**src/hw/rtl/ewpw_pkg.sv**
```systemverilog
// shared types, codes and defaults of the echo width presence window
`timescale 1ns / 1ps
`default_nettype none
package ewpw_pkg;

  localparam int unsigned WindowDef    = 10;
  localparam int unsigned TickShiftDef = 4;

  localparam int unsigned TimerW  = 16;
  localparam int unsigned StampW  = 32;
  localparam int unsigned UsW     = 16;
  localparam int unsigned HitCntW = 4;
  localparam int unsigned CfgIdxW = 2;
  localparam int unsigned CfgW    = 16;
  localparam int unsigned OutW    = 24;
  localparam int unsigned CntMaxW = 6;

  localparam logic [UsW-1:0]     BadEchoUs   = UsW'(10000);
  localparam logic [UsW-1:0]     MinUsRst    = UsW'(50);
  localparam logic [UsW-1:0]     MaxUsRst    = UsW'(800);
  localparam logic [HitCntW-1:0] MinHitsRst  = HitCntW'(3);
  localparam logic [HitCntW-1:0] HitCntSat   = HitCntW'(15);

  typedef enum logic [1:0] {
    FuncTick = 2'd0,
    FuncRise = 2'd1,
    FuncFall = 2'd2
  } func_e;

  typedef enum logic [CfgIdxW-1:0] {
    CfgMinUs   = 2'd0,
    CfgMaxUs   = 2'd1,
    CfgMinHits = 2'd2
  } cfg_idx_e;

  typedef struct packed {
    logic           vld;
    logic [UsW-1:0] width;
  } ewpw_meas_t;

endpackage
`default_nettype wire

```
**src/hw/rtl/echo_width_presence_window_unit.sv**
```systemverilog
// top level: echo width measurement with sliding hit window vote
//
//  channel   dir   handshake                tdata / data                     tuser
//  s_axis    in    s_axis_tvalid/tready     timer_value                      func
//  m_axis    out   m_axis_tvalid/tready     echo_us, hit, hit_count, stop    -
//  cfg       in    cfg_valid_i/cfg_ready_o  cfg_addr_i, cfg_wdata_i          -
//
// one word per cycle while the output is not stalled; a falling edge word gives its result
// through the measure stage and the output register, ticks and rising edges give none
// the measure stage and the output register each hold one word, so input is
// taken while a result waits unless both are full
// the hit window is a shift chain of WINDOW cells with a running hit count
// reset clears wrap count, rise time, measure stage, window, hit count and output valid, and loads config defaults
`timescale 1ns / 1ps
`default_nettype none
module echo_width_presence_window_unit #(
  parameter int unsigned WINDOW     = ewpw_pkg::WindowDef,
  parameter int unsigned TICK_SHIFT = ewpw_pkg::TickShiftDef
) (
  input  wire logic                          clk_i,
  input  wire logic                          rst_ni,
  // timer_value [15:0]
  input  wire logic [ewpw_pkg::TimerW-1:0]   s_axis_tdata,
  // func [1:0]
  input  wire logic [1:0]                    s_axis_tuser,
  input  wire logic                          s_axis_tvalid,
  output logic                               s_axis_tready,
  // echo_us [15:0], hit [16], hit_count [20:17], stop [21], zero [23:22]
  output logic [ewpw_pkg::OutW-1:0]          m_axis_tdata,
  output logic                               m_axis_tvalid,
  input  wire logic                          m_axis_tready,
  input  wire logic                          cfg_valid_i,
  output logic                               cfg_ready_o,
  input  wire logic [ewpw_pkg::CfgIdxW-1:0]  cfg_addr_i,
  input  wire logic [ewpw_pkg::CfgW-1:0]     cfg_wdata_i
);
  import ewpw_pkg::*;

  localparam int unsigned CntW = $clog2(WINDOW + 1);

  logic [UsW-1:0]     min_us_q, min_us_d;
  logic [UsW-1:0]     max_us_q, max_us_d;
  logic [HitCntW-1:0] min_hits_q, min_hits_d;

  ewpw_meas_t meas;
  logic       accept;
  logic       out_rdy;
  logic       drain;

  logic [WINDOW-1:0] cells_q;
  logic              hit;
  logic [CntW-1:0]   cnt_q, cnt_d;
  logic [CntMaxW-1:0] cnt_ext;
  logic [HitCntW-1:0] hit_cnt;

  logic               out_vld_q, out_vld_d;
  logic [OutW-1:0]    out_q, out_d;

  // configuration
  assign cfg_ready_o = 1'b1;

  always_comb begin
    min_us_d   = min_us_q;
    max_us_d   = max_us_q;
    min_hits_d = min_hits_q;
    if (cfg_valid_i) begin
      case (cfg_addr_i)
        CfgMinUs:   min_us_d   = cfg_wdata_i;
        CfgMaxUs:   max_us_d   = cfg_wdata_i;
        CfgMinHits: min_hits_d = cfg_wdata_i[HitCntW-1:0];
        default: begin
        end
      endcase
    end
  end

  always_ff @(posedge clk_i or negedge rst_ni) begin
    if (!rst_ni) begin
      min_us_q   <= MinUsRst;
      max_us_q   <= MaxUsRst;
      min_hits_q <= MinHitsRst;
    end else begin
      min_us_q   <= min_us_d;
      max_us_q   <= max_us_d;
      min_hits_q <= min_hits_d;
    end
  end

  // handshake
  assign out_rdy       = !out_vld_q || m_axis_tready;
  assign drain         = meas.vld && out_rdy;
  assign s_axis_tready = !meas.vld || out_rdy;
  assign accept        = s_axis_tvalid && s_axis_tready;

  ewpw_stamp #(
    .TICK_SHIFT(TICK_SHIFT)
  ) u_stamp (
    .clk_i    (clk_i),
    .rst_ni   (rst_ni),
    .accept_i (accept),
    .func_i   (s_axis_tuser),
    .timer_i  (s_axis_tdata),
    .drain_i  (drain),
    .meas_o   (meas)
  );

  assign hit = (meas.width > min_us_q) && (meas.width < max_us_q);

  // hit window chain, newest at cell 0
  for (genvar g = 0; g < WINDOW; g++) begin : g_cell
    logic d;
    if (g == 0) begin : g_head
      assign d = hit;
    end else begin : g_link
      assign d = cells_q[g-1];
    end
    ewpw_cell u_cell (
      .clk_i   (clk_i),
      .rst_ni  (rst_ni),
      .shift_i (drain),
      .d_i     (d),
      .q_o     (cells_q[g])
    );
  end

  always_comb begin
    cnt_d = cnt_q + CntW'(hit) - CntW'(cells_q[WINDOW-1]);
  end

  always_ff @(posedge clk_i or negedge rst_ni) begin
    if (!rst_ni) begin
      cnt_q <= '0;
    end else if (drain) begin
      cnt_q <= cnt_d;
    end
  end

  assign cnt_ext = CntMaxW'(cnt_d);
  assign hit_cnt = (cnt_ext > CntMaxW'(HitCntSat)) ? HitCntSat : cnt_ext[HitCntW-1:0];

  // output register
  always_comb begin
    out_vld_d = out_vld_q;
    out_d     = out_q;
    if (out_rdy) begin
      out_vld_d = meas.vld;
    end
    if (drain) begin
      out_d = {2'b00, (hit_cnt < min_hits_q), hit_cnt, hit, meas.width};
    end
  end

  always_ff @(posedge clk_i or negedge rst_ni) begin
    if (!rst_ni) begin
      out_vld_q <= 1'b0;
    end else begin
      out_vld_q <= out_vld_d;
    end
  end

  always_ff @(posedge clk_i) begin
    out_q <= out_d;
  end

  assign m_axis_tvalid = out_vld_q;
  assign m_axis_tdata  = out_q;

  // checks
  a_cnt_matches_window: assert property (@(posedge clk_i) disable iff (!rst_ni)
    32'(cnt_q) == 32'($countones(cells_q)))
    else $error("hit count differs from window contents");

  a_stall_only_when_full: assert property (@(posedge clk_i) disable iff (!rst_ni)
    !s_axis_tready |-> (meas.vld && out_vld_q))
    else $error("input stalled with free stage");

  a_out_from_meas: assert property (@(posedge clk_i) disable iff (!rst_ni)
    $rose(out_vld_q) |-> $past(meas.vld))
    else $error("result without measured word");

endmodule
`default_nettype wire

```
**src/hw/rtl/ewpw_cell.sv**
```systemverilog
// one slot of the hit window chain
`timescale 1ns / 1ps
`default_nettype none
module ewpw_cell (
  input  wire logic clk_i,
  input  wire logic rst_ni,
  input  wire logic shift_i,
  input  wire logic d_i,
  output logic      q_o
);

  logic bit_q, bit_d;

  always_comb begin
    bit_d = shift_i ? d_i : bit_q;
  end

  always_ff @(posedge clk_i or negedge rst_ni) begin
    if (!rst_ni) begin
      bit_q <= 1'b0;
    end else begin
      bit_q <= bit_d;
    end
  end

  assign q_o = bit_q;

endmodule
`default_nettype wire

```
**src/hw/rtl/ewpw_stamp.sv**
```systemverilog
// timestamp extension, rise capture and echo width stage
`timescale 1ns / 1ps
`default_nettype none
module ewpw_stamp #(
  parameter int unsigned TICK_SHIFT = ewpw_pkg::TickShiftDef
) (
  input  wire logic                           clk_i,
  input  wire logic                           rst_ni,
  input  wire logic                           accept_i,
  input  wire logic [1:0]                     func_i,
  input  wire logic [ewpw_pkg::TimerW-1:0]    timer_i,
  input  wire logic                           drain_i,
  output ewpw_pkg::ewpw_meas_t                meas_o
);
  import ewpw_pkg::*;

  logic [TimerW-1:0] wrap_q, wrap_d;
  logic [StampW-1:0] rise_q, rise_d;
  ewpw_meas_t        meas_q, meas_d;

  logic [StampW-1:0] fall_stamp;
  logic [StampW-1:0] diff;
  logic [StampW-1:0] shifted;
  logic              is_fall;

  assign fall_stamp = {wrap_q, timer_i};
  assign diff       = fall_stamp - rise_q;
  assign shifted    = diff >> TICK_SHIFT;
  assign is_fall    = accept_i && (func_i == FuncFall);

  always_comb begin
    wrap_d = wrap_q;
    rise_d = rise_q;
    meas_d = meas_q;
    if (drain_i) begin
      meas_d.vld = 1'b0;
    end
    if (accept_i) begin
      case (func_i)
        FuncTick: begin
          wrap_d = wrap_q + TimerW'(1);
        end
        FuncRise: begin
          rise_d = fall_stamp;
        end
        FuncFall: begin
          wrap_d = '0;
        end
        default: begin
        end
      endcase
    end
    if (is_fall) begin
      meas_d.vld = 1'b1;
      if (fall_stamp > rise_q) begin
        meas_d.width = (|shifted[StampW-1:UsW]) ? '1 : shifted[UsW-1:0];
      end else begin
        meas_d.width = BadEchoUs;
      end
    end
  end

  always_ff @(posedge clk_i or negedge rst_ni) begin
    if (!rst_ni) begin
      wrap_q <= '0;
      rise_q <= '0;
      meas_q <= '0;
    end else begin
      wrap_q <= wrap_d;
      rise_q <= rise_d;
      meas_q <= meas_d;
    end
  end

  assign meas_o = meas_q;

endmodule
`default_nettype wire
```
**config.mk**
```make
export PLATFORM = sky130hd
export DESIGN_NAME = echo_width_presence_window_unit
export DESIGN_NICKNAME = d
export VERILOG_FILES = /design/src/hw/rtl/ewpw_pkg.sv /design/src/hw/rtl/echo_width_presence_window_unit.sv /design/src/hw/rtl/ewpw_cell.sv /design/src/hw/rtl/ewpw_stamp.sv
export SDC_FILE = /design/constraint.sdc
export NUM_CORES = 1
export LEC_CHECK = 0
export BUFFER_PORTS_ARGS = -buffer_cell sky130_fd_sc_hd__buf_2
export CORE_MARGIN = 2
export CORE_UTILIZATION = 55
export CTS_CLUSTER_DIAMETER = 30
export DETAILED_ROUTE_END_ITERATION = 6
export HOLD_SLACK_MARGIN = 0.03
export MAX_ROUTING_LAYER = met4
export PLACE_DENSITY = 0.74
export SYNTH_ARGS = -nofsm -noshare
export SYNTH_HDL_FRONTEND = slang
export SYNTH_SLANG_ARGS = --single-unit
```
**constraint.sdc**
```tcl
create_clock -name clk_i -period 4.8 [get_ports clk_i]
set_clock_uncertainty 0.15 [all_clocks]
set_input_delay 0.48 -clock clk_i [delete_from_list [all_inputs] [get_ports clk_i]]
set_output_delay 0.48 -clock clk_i [all_outputs]
set_load 0.02 [all_outputs]
```
==> summary.md, run 1 <==
| Metric | Value |
|---|---|
| Via count | 5937 |
| Synth cell types | 66 |
| CP peak stage delay | 0.51 ns |
| Peak VDD IR | 0.290 mV |
| Row cnt | 44 |
| DRC | 0 |
| Crit path max-delay family | compound AO/OA/AOI/OAI gates |
| Worst path depth | 19 |
| WL per Instance | 16.8 um |
| Final nets | 952 |
| Largest net degree at the start of global routing | 60 |
| Post-synthesis sequential area ratio | 44.2% |
| First-pass GRT wire length | 29400 um |
| TNS Setup | 0 ns |
| Root Buffer Master | clkbuf_16 |
| Min Tclk post-route | 4.57 ns |
| Post-CTS setup repair buffer count | 0 |
| Post-synthesis average cell area | 10.4 sq um |
| Vias in the first global route | 6133 |
| Multi-input logic area | 4080 sq um |
| Most frequent cells in the layout | dfrtp_1 (108), inv_1 (82), ha_1 (71) |
| ANT cells | 0 |
| Initial cell density of the core | 56.0% |
| Critical Path AT | 4.68 ns |
| Worst slew pin tran | 1.00 ns |
| FF+latch area | 3570 sq um |
| Total routed wirelength | 17400 um |
| Leakage | 4.33 nW |
| CTS Hold Bufs | 0 |
| Placer Congestion | 0.910 |
| Iter 0 DRT Violations | 362 |
| Worst Reg-to-Reg Cells | 19 |
| Core area | 14400 sq um |
| Max-cap violations | 0 |
| Buf/Inv on CP | 4 |
| Die Ht | 125 um |
| Post-DP HPWL | 13200 um |
| Final hold vios | 0 |
| YS warnings | 0 |
| RSZ-0062 raised after global routing | false |
| Clk slew on worst S/H paths | 0.06 ns |
| CTS tree | done |
| Final Setup Violations | 0 |
| Post-cts resize count | 0 |
| Die span in x | 125 um |
| Via density | 5.73 |
| Post-DP Area | 8550 sq um |
| Total CTS buffers | 17 |
| CP Class | register to register |
| Clock Latency Late Sink | 0.42 ns |
| Ratio of cells with drive above 1 in the final layout | 21.2% |
| Number of synthesized flops with an enable pin | 22 |
| Area delta synth->final | 12.8% |
| GRT Util Overall | 23.9% |
| Cells after Synth | 779 |
| Asr flop ratio synth | 84.1% |
| Worst hold path type | input pin to async pin |
| Mapped cell area | 8080 sq um |
| Num Clock Sinks | 138 |
| ANT nets after route | 0 |
| Maximum clock frequency | 219 MHz |
| Slew headroom | 32.9% |
| Post-synth top flop | dfrtp_1 |
| Chain of cells forming the critical path | ha_1 -> a21o_1 -> a21o_1 -> a21o_1 -> a21o_1 -> a2111oi_0 -> nor4_1 -> nor3b_1 -> inv_1 -> ha_1 -> inv_1 -> ha_1 -> inv_1 -> fa_1 -> inv_1 -> ha_1 -> a21o_1 -> a21o_1 -> a21oi_1 |
| Die ar. | 15700 sq um |
| GR Overflow Total | 0 |
| Commonest non-fill, non-tap cell in the layout | dfrtp_1 |
| Status | finished, final reports clean |
| PortBufs | 64 |
| Cell mode on critical path | a21o_1 |
| CP endpoint kind | register |
| Filler cell count | 1179 |
| Final worst-path cycle share | 95.1% |
| Num ports | 68 |
| Slowest cell on crit path | fa_1 |
| Max Root-Sink Buffers | 2 |
| Final Slew Violations | 0 |
| Design Area, Final | 9120 sq um |
| H-tree Lvls | 4 |
| Worst Setup Start Kind | register |
| Synthesis-stage register bit count | 138 |
| Critical path data required time | 4.92 ns |
| Crit path max fanout | 4 |
| Antenna violations before repair | 0 |
| Drt first pass iters | 4 |
| PD cells | 467 nW/um^2 |
-- cells in the mapped netlist (3+ instances only) --
master	n	area share, %
o21a_1	9	0.84
or3_1	6	0.46
nand4_1	18	1.4
o21bai_1	4	0.37
o21ai_0	46	2.8
xnor2_1	17	1.8
a21oi_1	45	2.8
buf_4	3	0.28
edfxtp_1	22	8.2
o211ai_1	8	0.74
nand3b_1	4	0.37
dfrtp_1	108	33
inv_1	82	3.8
nand3_1	18	1.1
nand2_1	56	2.6
nor2b_1	5	0.39
o21ai_1	3	0.19
ha_1	71	11
and2_1	6	0.46
clkbuf_1	19	0.88
or2_2	4	0.31
o32a_1	5	0.62
mux2_2	63	8.8
nor3_1	9	0.56
nand2b_1	11	0.85
and4_1	3	0.33
buf_2	3	0.19
dfstp_2	8	2.6
nor2_1	18	0.84
a221o_1	11	1.4
a31oi_1	3	0.23
a21o_1	20	1.9
xor2_1	18	2.0
and3_1	11	0.85
-- flip-flops by register name, indices dropped and copies added (netlist names) --
name / count
max_us_q: 16
u_stamp.meas_o: 17
g_cell.u_cell.q_o: 10
m_axis_tdata: 22
cnt_q: 4
min_us_q: 16
min_hits_q: 4
m_axis_tvalid: 1
u_stamp.rise_q: 32
u_stamp.wrap_q: 16
-- path summary, 6_finish.rpt --
kind | slack (ns) | endpoint | start
worst max-delay path | 0.23 | m_axis_tdata[21] | u_stamp.meas_o[1]
worst min-delay path | 0.04 | min_us_q[8] | rst_ni
worst max register to register | 0.23 | m_axis_tdata[21] | u_stamp.meas_o[1]
worst min register to register | 0.34 | u_stamp.rise_q[23] | u_stamp.rise_q[23]
max in group asynchronous | 3.94 | u_stamp.wrap_q[14] | rst_ni
min in group clk_i | 0.13 | min_us_q[6] | cfg_wdata_i[6]
-- where the power goes --
group	switching, mW	internal [mW]	leakage, nW	total, mW
Clock	0.516	0.766	0.270	1.28
Combinational	0.746	0.649	2.42	1.39
Sequential	0.143	1.44	1.63	1.58
Total	1.41	2.86	4.33	4.26
-- area by class of cell --
type | instances | share of cell area (%)
timing repair buffer | 68 | 3.87
inverter | 82 | 3.37
tap | 184 | 2.52
sequential | 138 | 39.2
clock inverter | 14 | 1.59
clock buffer | 18 | 4.71
multi-input combinational | 532 | 44.8
-- routing by layer --
layer  GRT usage, %  wire (um)  vias to the layer above
li1               -          -                     2905
met1           29.7       7810                     2901
met2           40.1       8690                      110
met4           6.93        260                        0
met3           4.71        661                       21
met5              -          0                        -
-- cells by family after synthesis --
family                     after synthesis  share of synthesized area (%)
DFF                                    138                           44.2
and+or+nand+nor                        179                           11.6
AOI/OAI and AO/OA                      178                           14.7
xor gates and xnor gates                35                           3.79
buffers and inverters                  110                           5.39
other                                    2                         0.0929
muxes                                   65                           9.02
adders and majority gates               72                           11.2
-- through the flow --
step	hold WS, ns	util [%]	setup slack [ns]	std cells	total power [mW]
after floorplan	0.0344	-	0.705	780	2.61
after global placement	0.315	59.3	0.393	1004	2.91
after detailed placement	0.333	59.3	0.246	1004	2.98
after CTS	0.0568	63.2	0.191	1036	4.29
after global routing	0.114	63.2	0.0257	1036	4.52
final	0.0429	63.2	0.235	1036	4.26
Note: power is estimated with default switching activity, not from simulation.
==> inputs of run 2 (changes only) <==
--- a/config.mk
+++ b/config.mk
@@ -5,6 +5,7 @@
 export SDC_FILE = /design/constraint.sdc
 export NUM_CORES = 1
 export LEC_CHECK = 0
+export ABC_AREA = 1
 export BUFFER_PORTS_ARGS = -buffer_cell sky130_fd_sc_hd__buf_2
 export CORE_MARGIN = 2
 export CORE_UTILIZATION = 55
==> summary.md, run 2 <==
| Metric | Value |
|---|---|
| Status | finished, final reports clean |
| Antenna violations before repair | 0 |
| Crit path max fanout | 3 |
| Critical Path AT | 3.70 ns |
| Final hold vios | 0 |
| Flop pwr share | 35.9% |
| PD cells | 416 nW/um^2 |
| Total CTS buffers | 17 |
| Max FFs per register | 32 |
| Top post-synthesis cells by count | nand2_1 (371), inv_1 (238), dfrtp_1 (108) |
| Yosys top cell area share | 30.1% |
| ANT cells | 0 |
| Post-synthesis sequential area ratio | 39.7% |
| Post-cts resize count | 0 |
| Sw Ratio | 35.6% |
| GR Overflow Total | 0 |
| Worst Reg-to-Reg Cells | 16 |
| ANT nets after route | 0 |
| First-pass GRT wire length | 34100 um |
| Slowest cell on crit path | dfstp_2 |
| Mux contribution to synthesized area | 0% |
| FF-to-FF setup slack | 1.13 ns |
| Final worst-path cycle share | 76.4% |
| Largest family of logic cells by synthesized area | simple AND/OR/NAND/NOR gates |
| YS warnings | 0 |
| Iter 0 DRT Violations | 383 |
| WL per Instance | 13.5 um |
| Post-synthesis average cell area | 7.31 sq um |
| Cells after Synth | 1230 |
| Net Sw Power | 1.49 mW |
| Via count | 7590 |
| Die span in x | 132 um |
| Initial cell density of the core | 56.4% |
| GRT Util Overall | 25.0% |
| CTS tree | done |
| Commonest non-fill, non-tap cell in the layout | nand2_1 |
| Final nets | 1410 |
| Post-synth top flop | dfrtp_1 |
| Leakage | 5.47 nW |
| Chain of cells forming the critical path | inv_1 -> ha_1 -> a21o_1 -> a31oi_1 -> o21ai_0 -> a21boi_0 -> nand2_1 -> ha_1 -> inv_1 -> ha_1 -> inv_1 -> fa_1 -> inv_1 -> ha_1 -> a21oi_1 -> o21a_1 |
| Design Power | 4.20 mW |
| Worst slew pin tran | 1.14 ns |
| FF+latch area | 3570 sq um |
| Max Root-Sink Buffers | 2 |
| Adder-Cell Fraction of Synth Area | 10.1% |
| Slew headroom | 23.9% |
| H-tree Lvls | 4 |
| PortBufs | 64 |
| Min Tclk post-route | 3.67 ns |
| Ratio of cells with drive above 1 in the final layout | 13.0% |
| Maximum clock frequency | 273 MHz |
| Area leader, netlist | dfrtp_1 |
| Synth cell types | 40 |
| Clock Latency Late Sink | 0.42 ns |
| Most numerous cell in the Yosys netlist | nand2_1 |
| CP peak stage delay | 0.53 ns |
| Placer Congestion | 0.967 |
| Most frequent cells in the layout | nand2_1 (371), inv_1 (238), dfrtp_1 (108) |
| RSZ-0062 raised after global routing | false |
| DRC | 0 |
| Pre-CTS WS | 1.18 ns |
| Max-cap violations | 0 |
| Asr flop ratio synth | 84.1% |
| Hold depth | 4 |
| Combinational share of power | 33.8% |
| Largest net degree at the start of global routing | 65 |
| Setup ws final | 1.13 ns |
| Mapped cell area | 8990 sq um |
| Row cnt | 46 |
| CP endpoint kind | register |
| XOR/XNOR Fraction of Synth Area | 1.36% |
| Core area | 15900 sq um |
| Internal power | 2.70 mW |
| TNS Setup | 0 ns |
| Num ports | 68 |
| Biggest register | u_stamp.rise_q |
| Post-DP HPWL | 15600 um |
| Clock share of power | 30.3% |
| Number of synthesized flops with an enable pin | 22 |
| Via density | 4.98 |
| Filler cell count | 1481 |
| Clk slew on worst S/H paths | 0.06 ns |
| Top cells by area, synth | dfrtp_1 (30%), nand2_1 (15%), inv_1 (9.9%) |
| Root Buffer Master | clkbuf_16 |
| CP Class | register to register |
| Critical path data required time | 4.83 ns |
| Peak VDD IR | 0.328 mV |
| Synthesis-stage register bit count | 138 |
| Num Clock Sinks | 138 |
| Synth Area in Compound Gates | 9.05% |
| Worst Setup Start Kind | register |
| Total routed wirelength | 20600 um |
| Area delta synth->final | 12.2% |
| Final Slew Violations | 0 |
| Die Ht | 132 um |
| Vias in the first global route | 7325 |
| Multi-input logic area | 4370 sq um |
| Die ar. | 17400 sq um |
| Final Setup Violations | 0 |
| Simple-gate share of the synthesized area | 27.9% |
| Drt first pass iters | 7 |
| Worst hold path type | input pin to register |
[run 2: cell families after synthesis]
group,count (synthesis)
xor+xnor,14
simple gates,577
buf+inv,274
fa+ha+maj,72
other cells,2
compound gates,153
flops,138
[run 2: critical path, delay by kind of cell (launching register included)]
kind	cells	cell delay, ns
compound gates	6	0.84
fa+ha+maj	5	1.55
buf+inv	4	0.21
flops	1	0.53
simple gates	1	0.16
[run 2: cell type report]
cell class | instances | share of cell area [%]
multi-input combinational | 819 | 43.3
sequential | 138 | 35.4
inverter | 251 | 9.34
clock buffer | 20 | 4.43
timing repair buffer | 70 | 3.67
tap | 216 | 2.68
clock inverter | 11 | 1.19
[run 2: final timing paths]
check                                   start                 end
max in group asynchronous              rst_ni  u_stamp.rise_q[22]
setup / recovery                  max_us_q[5]    m_axis_tdata[21]
setup reg to reg                  max_us_q[5]    m_axis_tdata[21]
hold reg to reg            u_stamp.rise_q[18]  u_stamp.rise_q[18]
hold / removal                  m_axis_tready       m_axis_tvalid
min in group asynchronous              rst_ni         max_us_q[2]
[run 2: timing repair]
item / CTS / global route
setup buffers: 0 / 0
endpoints found under the hold margin: 11 / 0
hold buffers: 1 / 0
[run 2: routing by layer]
metal	GRT usage, %	up-vias	wire, um
met2	41.7	162	9800
met5	-	-	0
met3	4.19	37	769
met1	31.2	3438	9510
li1	-	3953	-
met4	8.15	0	480
[run 2: metrics by stage]
stage                     std cells  cell area [sq um]  util (%)  hold slack, ns
final                          1525              10100      63.3           0.173
after global routing           1525              10100      63.3           0.176
after CTS                      1525              10100      63.3           0.165
after floorplan                1231               8990         -          0.0344
after global placement         1493               9510      59.7           0.186
after detailed placement       1493               9510      59.7           0.187
[run 2: power by group through the flow]
stage / clock network, mW / registers, mW / logic [mW]
after CTS: 1.30 / 1.51 / 1.42
after floorplan: 0 / 1.52 / 1.04
after detailed placement: 0 / 1.52 / 1.40
after global routing: 1.34 / 1.53 / 1.62
after global placement: 0 / 1.52 / 1.36
final: 1.27 / 1.51 / 1.42
==> inputs of run 3 (changes only) <==
--- a/config.mk
+++ b/config.mk
@@ -13,7 +13,7 @@
 export DETAILED_ROUTE_END_ITERATION = 6
 export HOLD_SLACK_MARGIN = 0.03
 export MAX_ROUTING_LAYER = met4
-export PLACE_DENSITY = 0.74
+export PLACE_DENSITY = 0.77
 export SYNTH_ARGS = -nofsm -noshare
 export SYNTH_HDL_FRONTEND = slang
 export SYNTH_SLANG_ARGS = --single-unit
==> constraint.sdc (replaced) <==
create_clock -name clk_i -period 3.16 [get_ports clk_i]
set_clock_uncertainty 0.15 [all_clocks]
set_input_delay 0.316 -clock clk_i [delete_from_list [all_inputs] [get_ports clk_i]]
set_output_delay 0.316 -clock clk_i [all_outputs]
set_load 0.02 [all_outputs]
==> summary.md, run 3 (synthesis results as in run 2) <==
| Metric | Value |
|---|---|
| PD cells | 648 nW/um^2 |
| ANT nets after route | 0 |
| CP Class | register to register |
| Initial cell density of the core | 56.4% |
| Crit path max-delay family | adder cells |
| Status | complete, but fails checks |
| Hold slack | 0.0371 ns |
| Min Tclk post-route | 3.51 ns |
| Crit path max fanout | 2 |
| Leakage | 5.73 nW |
| Critical path data required time | 3.19 ns |
| GR Overflow Total | 0 |
| Via count | 7866 |
| Ratio of cells with drive above 1 in the final layout | 15.9% |
| Clock Latency Late Sink | 0.43 ns |
| Final worst-path cycle share | 111% |
| Num ports | 68 |
| H-tree Lvls | 4 |
| Final Setup Violations | 1 |
| Final Slew Violations | 0 |
| Filler cell count | 1371 |
| Commonest non-fill, non-tap cell in the layout | nand2_1 |
| Critical Path AT | 3.54 ns |
| CP endpoint kind | register |
| Setup ws final | -0.349 ns |
| Die ar. | 17400 sq um |
| Max Root-Sink Buffers | 2 |
| DP Cell Count | 1523 |
| Pre-CTS WS | -0.425 ns |
| Die Ht | 132 um |
| Largest net degree at the start of global routing | 65 |
| Core Util, Final | 66.9% |
| Root Buffer Master | clkbuf_16 |
| Max FFs per register | 32 |
| First-pass GRT wire length | 35300 um |
| Slowest cell on crit path | dfstp_2 |
| Worst Setup Start Kind | register |
| Worst slew pin tran | 0.696 ns |
| Clk slew on worst S/H paths | 0.06 ns |
| Peak VDD IR | 0.561 mV |
| Chain of cells forming the critical path | inv_1 -> ha_1 -> a21o_1 -> a31oi_1 -> o21ai_1 -> a21boi_1 -> nand2_1 -> ha_1 -> inv_1 -> ha_2 -> inv_2 -> fa_2 -> inv_2 -> ha_4 -> a21oi_2 -> o21a_1 |
| Post-DP HPWL | 15800 um |
| Layout Cells excl Fill | 1578 |
| PortBufs | 64 |
| Via density | 4.98 |
| Max-cap violations | 0 |
| RSZ-0062 raised after global routing | true |
| Iter 0 DRT Violations | 470 |
| Final nets | 1462 |
| GRT Util Overall | 25.9% |
| Biggest register | u_stamp.rise_q |
| Vias in the first global route | 7652 |
| Worst hold path type | input pin to register |
| Buf/Inv on CP | 4 |
| CP peak stage delay | 0.53 ns |
| Row cnt | 46 |
| Antenna violations before repair | 0 |
| Num Clock Sinks | 138 |
| ANT cells | 0 |
| Area delta synth->final | 18.7% |
| Core area | 15900 sq um |
| Failing checks | negative setup slack |
| Die span in x | 132 um |
| Slew headroom | 53.6% |
| Total CTS buffers | 17 |
| Final hold vios | 0 |
| CTS tree | done |
| WL per Instance | 13.2 um |
| Maximum clock frequency | 285 MHz |
| DRC | 0 |
| Most frequent cells in the layout | nand2_1 (370), inv_1 (234), dfrtp_1 (107) |
| Placer Congestion | 0.958 |
| Total routed wirelength | 20900 um |
| Drt first pass iters | 7 |
## run 3: cell types whose count changed in the layout (fill, tap and decap cells not counted), sizes merged
cell         before  now
buf              69  100
dlygate4sd3       1   22
clkinv            5    2
bufinv            2    4
clkbuf           20   22
## run 3: repair_timing
item / 4_1_cts / 5_1_grt
setup buffers: 0 / 1
endpoints found under the hold margin: 71 / 1
setup endpoints to repair: 3 / 12
gates resized for setup: 6 / 15
pin swaps: 4 / 3
cloned: 0 / 0
hold buffers: 21 / 1
## run 3: routing by layer
metal | vias up | part of all wire [%] | GRT usage [%]
li1 | 4057 | - | -
met1 | 3596 | 45 | 32.0
met2 | 183 | 49 | 43.9
met3 | 30 | 4.5 | 4.65
met4 | 0 | 1.6 | 6.52
met5 | - | 0 | -
## run 3: per-stage QoR
step                      TNS [ns]  power, mW  area [sq um]
final                       -0.349       6.91         10700
after global routing        -0.724       7.40         10700
after CTS                   -0.494       6.81         10600
after detailed placement    -0.562       4.61          9750
after global placement      -0.334       4.54          9750
after floorplan             -0.182       3.90          8990
## run 3: cell type report
| class | instances | area (sq um) | area share (%) |
|---|---|---|---|
| clock buffers | 22 | 464 | 4.35 |
| clock inverters | 10 | 165 | 1.55 |
| inverters | 251 | 942 | 8.83 |
| multi-input cells | 819 | 4430 | 41.5 |
| flip-flops and latches | 138 | 3570 | 33.5 |
| well taps | 216 | 270 | 2.53 |
| repair buffers | 122 | 826 | 7.74 |
## run 3: path summary, 6_finish.rpt
path                                 startpoint                    to  slack (ns)  cells past startpoint
min in group asynchronous                rst_ni           min_us_q[2]        0.33                      2
min reg2reg                g_cell[2].u_cell.q_o  g_cell[3].u_cell.q_o        0.33                      2
max in group asynchronous                rst_ni    u_stamp.wrap_q[13]        1.73                      3
max reg2reg                         max_us_q[5]      m_axis_tdata[21]       -0.35                     16
min                             s_axis_tdata[0]     u_stamp.rise_q[0]        0.04                      3
max                                 max_us_q[5]      m_axis_tdata[21]       -0.35                     16
## run 3: power breakdown
group | leakage, nW | switching (mW) | internal, mW | total [mW]
Sequential | 1.63 | 0.148 | 2.14 | 2.29
Clock | 0.299 | 0.771 | 1.37 | 2.14
Combinational | 3.81 | 1.47 | 1.01 | 2.49
Total | 5.73 | 2.39 | 4.52 | 6.91
## run 3: tightest hold or removal path, stage by stage
cell	delay (ns)
buf_2	0.10
inv_1	0.06
o21ai_0	0.08
